File: config.mk
export PLATFORM = sky130hd
export DESIGN_NAME = uart_fifo_pair_rts_flow
export DESIGN_NICKNAME = d
export VERILOG_FILES = /design/src/ufp_pkg.sv /design/src/ufp_ram.sv /design/src/uart_fifo_pair_rts_flow.sv
export SDC_FILE = /design/constraint.sdc
export NUM_CORES = 2
export LEC_CHECK = 0
export BUFFER_PORTS_ARGS = -buffer_cell sky130_fd_sc_hd__clkbuf_2
export CAP_MARGIN = 20
export CORE_MARGIN = 4
export CORE_UTILIZATION = 35
export DETAILED_ROUTE_END_ITERATION = 8
export GPL_TIMING_DRIVEN = 0
export MAX_ROUTING_LAYER = met4
export PLACE_DENSITY = 0.51
export SYNTH_ARGS = -nofsm -noshare
export SYNTH_HDL_FRONTEND = slang
export SYNTH_SLANG_ARGS = --single-unit
export TNS_END_PERCENT = 10
File: constraint.sdc
create_clock -name clk -period 5 [get_ports clk]
set_input_delay 0 -clock clk [delete_from_list [all_inputs] [get_ports clk]]
set_output_delay 0 -clock clk [all_outputs]
set_load 0.01 [all_outputs]
File: src/ufp_pkg.sv
// Shared constants for the UART ring-buffer pair with RTS flow control.
// Holds command codes, register indexes and fixed byte values; no dependencies.
package ufp_pkg;

    localparam int CMD_W  = 3;
    localparam int BYTE_W = 8;
    localparam int REG_W  = 8;

    // Command codes carried by the command field of an input item.
    localparam logic [CMD_W-1:0] CMD_RX_BYTE  = 3'd0;
    localparam logic [CMD_W-1:0] CMD_HOST_RD  = 3'd1;
    localparam logic [CMD_W-1:0] CMD_HOST_WR  = 3'd2;
    localparam logic [CMD_W-1:0] CMD_TX_READY = 3'd3;
    localparam logic [CMD_W-1:0] CMD_FLUSH    = 3'd4;
    localparam logic [CMD_W-1:0] CMD_CANCEL   = 3'd5;

    // Configuration register indexes.
    localparam logic REG_HIGH_WATER = 1'b0;
    localparam logic REG_LOW_WATER  = 1'b1;

    // Reset values of the configuration registers.
    localparam logic [REG_W-1:0] HIGH_WATER_RST = 8'd192;
    localparam logic [REG_W-1:0] LOW_WATER_RST  = 8'd64;

    // Byte left alone in the receive ring by a cancel.
    localparam logic [BYTE_W-1:0] CANCEL_BYTE = 8'h18;

endpackage

File: src/ufp_ram.sv
// Generic single-write, single-read synchronous RAM with a registered read port.
// Used for both rings of the UART buffer block; no package dependencies.
module ufp_ram #(
    parameter int WIDTH = 8,
    parameter int DEPTH = 256
) (
    input  logic                     clk,
    input  logic                     we,
    input  logic [$clog2(DEPTH)-1:0] waddr,
    input  logic [WIDTH-1:0]         wdata,
    input  logic                     re,
    input  logic [$clog2(DEPTH)-1:0] raddr,
    output logic [WIDTH-1:0]         rdata
);

    logic [WIDTH-1:0] mem [DEPTH];
    logic [WIDTH-1:0] rdata_reg;

    always_ff @(posedge clk)
    begin
        if (we)
        begin
            mem[waddr] <= wdata;
        end
        if (re)
        begin
            rdata_reg <= mem[raddr];
        end
    end

    assign rdata = rdata_reg;

endmodule

File: src/uart_fifo_pair_rts_flow.sv
// Top level of the UART buffer block: receive ring, transmit ring, RTS control.
// Depends on ufp_pkg for command codes and constants, and on ufp_ram for storage.
//
//  Channel   Handshake            Payload
//  -------   ------------------   ------------------------------------------------
//  input     in_valid / in_stall  command, data_byte, realtime_taken, shifter_idle
//  output    out_valid/out_stall  read_data, read_valid, send_data, send_valid,
//                                 write_refused, rx_count, rx_free, tx_count,
//                                 overflow_flag, rts_level
//  config    cfg_we               cfg_index, cfg_data (no wait, no read-back)
//
// One item is accepted per cycle while in_stall is low. The ring memory read launched
// at acceptance returns its data with the item in the middle stage, and the data is
// loaded into the output register when the middle stage advances.
// The ring memories need no clearing after reset: pointers and counts start at zero.
// A stalled output holds its item; the middle stage then holds too and in_stall
// rises, so at most two items are in flight.
module uart_fifo_pair_rts_flow #(
    parameter int RX_DEPTH = 256,
    parameter int TX_DEPTH = 128
) (
    input  logic                          clk,
    input  logic                          rst_n,

    input  logic                          in_valid,
    output logic                          in_stall,
    input  logic [ufp_pkg::CMD_W-1:0]     command,
    input  logic [ufp_pkg::BYTE_W-1:0]    data_byte,
    input  logic                          realtime_taken,
    input  logic                          shifter_idle,

    output logic                          out_valid,
    input  logic                          out_stall,
    output logic [ufp_pkg::BYTE_W-1:0]    read_data,
    output logic                          read_valid,
    output logic [ufp_pkg::BYTE_W-1:0]    send_data,
    output logic                          send_valid,
    output logic                          write_refused,
    output logic [$clog2(RX_DEPTH)-1:0]   rx_count,
    output logic [$clog2(RX_DEPTH):0]     rx_free,
    output logic [$clog2(TX_DEPTH)-1:0]   tx_count,
    output logic                          overflow_flag,
    output logic                          rts_level,

    input  logic                          cfg_we,
    input  logic                          cfg_index,
    input  logic [ufp_pkg::REG_W-1:0]     cfg_data
);

    import ufp_pkg::*;

    // Pointer and count widths. A ring keeps one slot empty, so its count never
    // exceeds DEPTH-1 and fits in the pointer width.
    localparam int RX_AW   = $clog2(RX_DEPTH);
    localparam int TX_AW   = $clog2(TX_DEPTH);
    localparam int RX_CMPW = (RX_AW > REG_W) ? RX_AW : REG_W;

    localparam logic [RX_AW-1:0] RX_LAST = RX_AW'(RX_DEPTH - 1);
    localparam logic [TX_AW-1:0] TX_LAST = TX_AW'(TX_DEPTH - 1);
    localparam logic [RX_AW:0]   RX_SIZE = (RX_AW + 1)'(RX_DEPTH);

    // Everything the middle stage carries besides the memory read data.
    typedef struct packed {
        logic              rd_from_ram;
        logic              sd_from_ram;
        logic              send_direct;
        logic [BYTE_W-1:0] direct_byte;
        logic              refused;
        logic [RX_AW-1:0]  rx_cnt;
        logic [TX_AW-1:0]  tx_cnt;
        logic              ovf;
        logic              rts;
    } stage_t;

    // Configuration registers.
    logic [REG_W-1:0] high_water_reg;
    logic [REG_W-1:0] low_water_reg;

    // Ring state.
    logic [RX_AW-1:0] rx_wp_reg, rx_wp_next;
    logic [RX_AW-1:0] rx_rp_reg, rx_rp_next;
    logic [RX_AW-1:0] rx_cnt_reg, rx_cnt_next;
    logic [TX_AW-1:0] tx_wp_reg, tx_wp_next;
    logic [TX_AW-1:0] tx_rp_reg, tx_rp_next;
    logic [TX_AW-1:0] tx_cnt_reg, tx_cnt_next;
    logic             ovf_reg, ovf_next;
    logic             rts_reg, rts_next;

    // Middle stage and output register.
    logic             mid_valid_reg, mid_valid_next;
    stage_t           mid_reg, mid_next;
    logic             out_valid_reg, out_valid_next;
    logic [BYTE_W-1:0] read_data_reg;
    logic              read_valid_reg;
    logic [BYTE_W-1:0] send_data_reg;
    logic              send_valid_reg;
    logic              refused_reg;
    logic [RX_AW-1:0]  rx_count_reg;
    logic [RX_AW:0]    rx_free_reg;
    logic [TX_AW-1:0]  tx_count_reg;
    logic              ovf_out_reg;
    logic              rts_out_reg;

    // Memory control.
    logic              rx_we, rx_re, tx_we, tx_re;
    logic [RX_AW-1:0]  rx_waddr;
    logic [BYTE_W-1:0] rx_wdata;
    logic [BYTE_W-1:0] rx_rdata, tx_rdata;

    logic accept;
    logic advance;
    logic [RX_AW-1:0] rx_wp_inc, rx_rp_inc;
    logic [TX_AW-1:0] tx_wp_inc, tx_rp_inc;
    logic [RX_AW-1:0] rx_level;

    // The middle stage moves on whenever the output register is free or being
    // emptied; a new item can enter the middle stage in the same cycle.
    assign advance  = mid_valid_reg && (!out_valid_reg || !out_stall);
    assign in_stall = mid_valid_reg && !advance;
    assign accept   = in_valid && !in_stall;

    // Wrap-around increments that also work for depths that are not powers of two.
    assign rx_wp_inc = (rx_wp_reg == RX_LAST) ? '0 : rx_wp_reg + 1'b1;
    assign rx_rp_inc = (rx_rp_reg == RX_LAST) ? '0 : rx_rp_reg + 1'b1;
    assign tx_wp_inc = (tx_wp_reg == TX_LAST) ? '0 : tx_wp_reg + 1'b1;
    assign tx_rp_inc = (tx_rp_reg == TX_LAST) ? '0 : tx_rp_reg + 1'b1;

    // Command decode. All pointer updates and memory writes happen at acceptance;
    // a pop only launches the memory read, whose data joins the item in the middle stage.
    always_comb
    begin
        rx_wp_next  = rx_wp_reg;
        rx_rp_next  = rx_rp_reg;
        rx_cnt_next = rx_cnt_reg;
        tx_wp_next  = tx_wp_reg;
        tx_rp_next  = tx_rp_reg;
        tx_cnt_next = tx_cnt_reg;
        ovf_next    = ovf_reg;
        rts_next    = rts_reg;
        rx_we       = 1'b0;
        rx_re       = 1'b0;
        tx_we       = 1'b0;
        tx_re       = 1'b0;
        rx_waddr    = rx_wp_reg;
        rx_wdata    = data_byte;
        rx_level    = rx_cnt_reg;
        mid_next    = '0;

        if (accept)
        begin
            unique case (command)
                CMD_RX_BYTE:
                begin
                    if (rx_cnt_reg == RX_LAST)
                    begin
                        // Ring full: drop the byte and set the overflow flag.
                        ovf_next = 1'b1;
                    end
                    else
                    begin
                        // A byte the realtime filter took is not stored, but the
                        // high-water check still runs on the current level.
                        if (!realtime_taken)
                        begin
                            rx_we       = 1'b1;
                            rx_wp_next  = rx_wp_inc;
                            rx_cnt_next = rx_cnt_reg + 1'b1;
                            rx_level    = rx_cnt_reg + 1'b1;
                        end
                        if (!rts_reg && (RX_CMPW'(rx_level) >= RX_CMPW'(high_water_reg)))
                        begin
                            rts_next = 1'b1;
                        end
                    end
                end
                CMD_HOST_RD:
                begin
                    if (rx_cnt_reg != '0)
                    begin
                        rx_re                = 1'b1;
                        mid_next.rd_from_ram = 1'b1;
                        rx_rp_next           = rx_rp_inc;
                        rx_cnt_next          = rx_cnt_reg - 1'b1;
                        if (rts_reg && (RX_CMPW'(rx_cnt_next) < RX_CMPW'(low_water_reg)))
                        begin
                            rts_next = 1'b0;
                        end
                    end
                end
                CMD_HOST_WR:
                begin
                    if (shifter_idle && (tx_cnt_reg == '0))
                    begin
                        // Nothing queued and the shifter is free: bypass the ring.
                        mid_next.send_direct = 1'b1;
                        mid_next.direct_byte = data_byte;
                    end
                    else if (tx_cnt_reg == TX_LAST)
                    begin
                        mid_next.refused = 1'b1;
                    end
                    else
                    begin
                        tx_we       = 1'b1;
                        tx_wp_next  = tx_wp_inc;
                        tx_cnt_next = tx_cnt_reg + 1'b1;
                    end
                end
                CMD_TX_READY:
                begin
                    if (tx_cnt_reg != '0)
                    begin
                        tx_re                = 1'b1;
                        mid_next.sd_from_ram = 1'b1;
                        tx_rp_next           = tx_rp_inc;
                        tx_cnt_next          = tx_cnt_reg - 1'b1;
                    end
                end
                CMD_FLUSH:
                begin
                    // The overflow flag survives a flush; only reset clears it.
                    rx_wp_next  = '0;
                    rx_rp_next  = '0;
                    rx_cnt_next = '0;
                    rts_next    = 1'b0;
                end
                CMD_CANCEL:
                begin
                    // The ring is left holding the single cancel byte.
                    rx_we       = 1'b1;
                    rx_wdata    = CANCEL_BYTE;
                    rx_rp_next  = rx_wp_reg;
                    rx_wp_next  = rx_wp_inc;
                    rx_cnt_next = RX_AW'(1);
                    rts_next    = 1'b0;
                end
                default:
                begin
                    // Unused codes change nothing and report status only.
                end
            endcase

            mid_next.rx_cnt = rx_cnt_next;
            mid_next.tx_cnt = tx_cnt_next;
            mid_next.ovf    = ovf_next;
            mid_next.rts    = rts_next;
        end
    end

    assign mid_valid_next = accept | (mid_valid_reg & ~advance);
    assign out_valid_next = advance | (out_valid_reg & out_stall);

    always_ff @(posedge clk or negedge rst_n)
    begin
        if (!rst_n)
        begin
            high_water_reg <= HIGH_WATER_RST;
            low_water_reg  <= LOW_WATER_RST;
            rx_wp_reg      <= '0;
            rx_rp_reg      <= '0;
            rx_cnt_reg     <= '0;
            tx_wp_reg      <= '0;
            tx_rp_reg      <= '0;
            tx_cnt_reg     <= '0;
            ovf_reg        <= 1'b0;
            rts_reg        <= 1'b0;
            mid_valid_reg  <= 1'b0;
            out_valid_reg  <= 1'b0;
        end
        else
        begin
            if (cfg_we)
            begin
                unique case (cfg_index)
                    REG_HIGH_WATER: high_water_reg <= cfg_data;
                    REG_LOW_WATER:  low_water_reg  <= cfg_data;
                    default:        high_water_reg <= high_water_reg;
                endcase
            end
            rx_wp_reg     <= rx_wp_next;
            rx_rp_reg     <= rx_rp_next;
            rx_cnt_reg    <= rx_cnt_next;
            tx_wp_reg     <= tx_wp_next;
            tx_rp_reg     <= tx_rp_next;
            tx_cnt_reg    <= tx_cnt_next;
            ovf_reg       <= ovf_next;
            rts_reg       <= rts_next;
            mid_valid_reg <= mid_valid_next;
            out_valid_reg <= out_valid_next;
        end
    end

    // Payload registers carry no reset.
    always_ff @(posedge clk)
    begin
        if (accept)
        begin
            mid_reg <= mid_next;
        end
        if (advance)
        begin
            read_data_reg  <= mid_reg.rd_from_ram ? rx_rdata : '0;
            read_valid_reg <= mid_reg.rd_from_ram;
            send_data_reg  <= mid_reg.sd_from_ram ? tx_rdata : mid_reg.direct_byte;
            send_valid_reg <= mid_reg.sd_from_ram | mid_reg.send_direct;
            refused_reg    <= mid_reg.refused;
            rx_count_reg   <= mid_reg.rx_cnt;
            rx_free_reg    <= RX_SIZE - {1'b0, mid_reg.rx_cnt};
            tx_count_reg   <= mid_reg.tx_cnt;
            ovf_out_reg    <= mid_reg.ovf;
            rts_out_reg    <= mid_reg.rts;
        end
    end

    // A write and a read of the same command never touch one ring in the same
    // cycle, and a slot read after being written was written at an earlier edge.
    ufp_ram #(
        .WIDTH (BYTE_W),
        .DEPTH (RX_DEPTH)
    ) u_rx_ram (
        .clk   (clk),
        .we    (rx_we),
        .waddr (rx_waddr),
        .wdata (rx_wdata),
        .re    (rx_re),
        .raddr (rx_rp_reg),
        .rdata (rx_rdata)
    );

    ufp_ram #(
        .WIDTH (BYTE_W),
        .DEPTH (TX_DEPTH)
    ) u_tx_ram (
        .clk   (clk),
        .we    (tx_we),
        .waddr (tx_wp_reg),
        .wdata (data_byte),
        .re    (tx_re),
        .raddr (tx_rp_reg),
        .rdata (tx_rdata)
    );

    assign out_valid     = out_valid_reg;
    assign read_data     = read_data_reg;
    assign read_valid    = read_valid_reg;
    assign send_data     = send_data_reg;
    assign send_valid    = send_valid_reg;
    assign write_refused = refused_reg;
    assign rx_count      = rx_count_reg;
    assign rx_free       = rx_free_reg;
    assign tx_count      = tx_count_reg;
    assign overflow_flag = ovf_out_reg;
    assign rts_level     = rts_out_reg;

endmodule
==> run metrics <==
final worst slack -386.6 ps; arrival time at the worst endpoint 6120 ps; DRT antenna net count 0; # rows 220; Max Fclk 185.6 MHz; Power Total 77.93 mW; Reg2Reg Depth 9; # nets final 6741; Seq/Total Area, Yosys 0.7623; placed cell count 11.06k; vias in the first global route 66.69k; final hold violation count 0; Reg2Reg Capture Point u_rx_ram.rdata[0]$_DFFE_PP_; Chip Height 609.6 um; Initial Utilization 0.3521; dpl hpwl 310.5 mm; Tightest Pin Transition 1262 ps; CTS Buf Count 347; Worst R2R Setup Slack -390 ps; max reg flops 2048; critical path launch point rx_rp_reg[2]$_DFFE_PN0P_; antenna violations before repair 28; Remaining DRCs 0; power density over the cells 532.4 mW/mm^2; ys async rst share 0.02015; pin count of the biggest net entering global routing 131; H-tree lvl count 5; DRT Pass-1 Iters 7; final worst path period need 5387 ps; via count 69.12k; Cell Area, Synth 0.1267 mm^2; register bit count reported by yosys 3226; final hold slack 89.08 ps; share of cells above drive strength 1 0.2412; Setup Fix Bufs, Post-CTS 0; most common flop cell mapped by yosys edfxtp_1; Synth Instances 6132; Util after Layout 0.4068; Die Wd 609.6 um; Root Driver clkbuf_16; Max Slew Vio Count 0; First DRT Iteration DRCs 10.34k; failing checks setup timing; period utilization 1.077; global-route wire length before repair 619.4 mm; drt wl/cell 39.99 um; Max VDD drop 0.3329 mV; Leak 45.38 nW; Distinct cells, synth 78; Critical Path RT 5730 ps; Die ar. 0.3716 mm^2; clk slew on worst S/H paths 60 ps; synthesis warning total 0; Net Count, Synth 6187; Area Growth Syn to Fin 15.56%; clock latency on the worst-skew pair 970 ps; # IOs 74; WHS Path Cells 3; max-cap viol count 0; worst hold path class primary input to flip-flop; crit-path max FO 10; GR Util All Layers 0.2545; Hold EP read_data[4]$_SDFFCE_PN0P_; core footprint 0.3598 mm^2; status finished with violations; Worst setup SP type flip-flop; # clock sinks 3226; Mean Syn Cell Area 20.66 um^2; CTS tree built; Final Setup Violations 22; CP Class flip-flop to flip-flop; remaining global-route overflow 0; Clock Path Buffers 4; Post-Route WL 469.9 mm; hold path startpoint out_stall; unrepaired setup endpoints after global routing false; RD Place Congestion 0.9952; number of port buffers 70; Via density 5.883; Non-Filler Instances 11.75k; Fin Clk Skew 91.60 ps; Crit. End Element flip-flop; Worst R2R Start rx_rp_reg[2]$_DFFE_PN0P_; Worst slew margin 0.1584; Post-synth EDFFs 3161
[what timing repair did]
item,in CTS,in global routing
resized for setup,47,2
pin swaps,1,0
hold buffers,50,0
endpoints found under the hold margin,1116,0
setup endpoints to repair,8,4
[layout by cell type (no fill, tap or decap), types with 22 or more instances in the layout]
master / instances
a22o_1: 31
a22oi_1: 56
o221ai_1: 56
mux4_2: 720
edfxtp_1: 3161
a221oi_1: 41
buf_2: 72
and2_1: 22
o22ai_1: 50
o21ai_0: 86
dfrtp_1: 62
buf_4: 66
nand2_1: 133
xnor2_1: 26
buf_6: 49
mux2_2: 30
clkinv_2: 61
nor3_1: 44
a21oi_1: 111
clkinv_1: 81
a211oi_1: 26
buf_16: 36
clkbuf_1: 176
clkbuf_16: 352
clkbuf_2: 109
buf_8: 34
dlygate4sd3_1: 49
inv_1: 40
nor2_1: 444
ha_1: 28
buf_1: 26
nand3_1: 49
mux2i_1: 307
[worst max path at each step]
| stage | endpoint | slack (ps) | depth (start not counted) |
|---|---|---|---|
| after global routing | u_rx_ram.rdata[4]$_DFFE_PP_ | 10 | 11 |
| final | u_rx_ram.rdata[0]$_DFFE_PP_ | -390 | 9 |
| after CTS | u_rx_ram.rdata[3]$_DFFE_PP_ | -20 | 9 |
| after detailed placement | u_rx_ram.rdata[4]$_DFFE_PP_ | -1450 | 9 |
| after global placement | u_rx_ram.mem[148][4]$_DFFE_PP_ | -6160 | 2 |
| after floorplan | u_rx_ram.mem[0][3]$_DFFE_PP_ | -220 | 5 |
[per-stage QoR]
step | TNS, ps | worst slack [ps] | instance area [um^2]
floorplan | -114890 | -224.4 | 126700
global placement | -6480790 | -6157 | 133000
detailed placement | -25330 | -1449 | 134800
CTS | -21.72 | -21.72 | 146300
global route | 0 | 9.717 | 146400
finish | -2028 | -386.6 | 146400
[report_power, final]
part	total [mW]	switching (mW)	internal (mW)	leakage [nW]
logic	22.7	15.7	7.02	10.8
clock network	25.1	11.0	14.1	5.29
registers	30.2	0.174	30.0	29.3
[critical path: stages (launching register included)]
cell	delay, ps
dfrtp_1	430
buf_2	260
nor2_2	840
buf_2	820
clkbuf_2	840
a22oi_1	170
a21oi_1	450
nand3_1	150
a31oi_1	650
a31o_1	430
[metal layers]
metal / global-route usage / routed length [um] / up-vias / share of wire
met4: 0.1239 / 28100 / 0 / 0.060
met3: 0.04696 / 40340 / 979 / 0.086
met2: 0.3850 / 215400 / 3799 / 0.46
met1: 0.3326 / 186000 / 37760 / 0.40
li1: - / - / 26590 / -
met5: - / 0 / - / 0
[kinds of logic after synthesis]
group	Yosys count	share of synthesized area
DFF	3226	0.7623
muxes	1059	0.1551
and+or+nand+nor	820	0.02885
AOI/OAI and AO/OA	559	0.03040
buffers and inverters	408	0.01835
xor gates and xnor gates	32	0.002213
adders and majority gates	28	0.002766
[cell type report]
type	instances	area, um^2
inverter	42	157.7
buffer	364	2316
antenna	8	20.02
fill	31900	213400
sequential	3226	96550
multi-input combinational	2498	27910
timing repair buffer	207	2556
clock inverter	202	1747
tap	4773	5972
clock buffer	430	9141
[synthesized netlist by cell type (all sizes together), types with 40 or more instances]
library cell  instances  area [um^2]
nor2                447         1680
o221ai               56        490.5
o22ai                51        319.1
a21oi               111        555.5
inv                  40        150.1
clkbuf              154        578.1
nor3                 49        250.2
a22oi                56        420.4
dfrtp                62         1551
nand3                59        345.3
edfxtp             3161        94920
mux2i               308         3083
buf                 212         1589
o21ai                99        495.5
a221oi               45        412.9
nand2               133        499.2
mux4                720        16220
No activity file was read; power rests on OpenSTA's default activity.
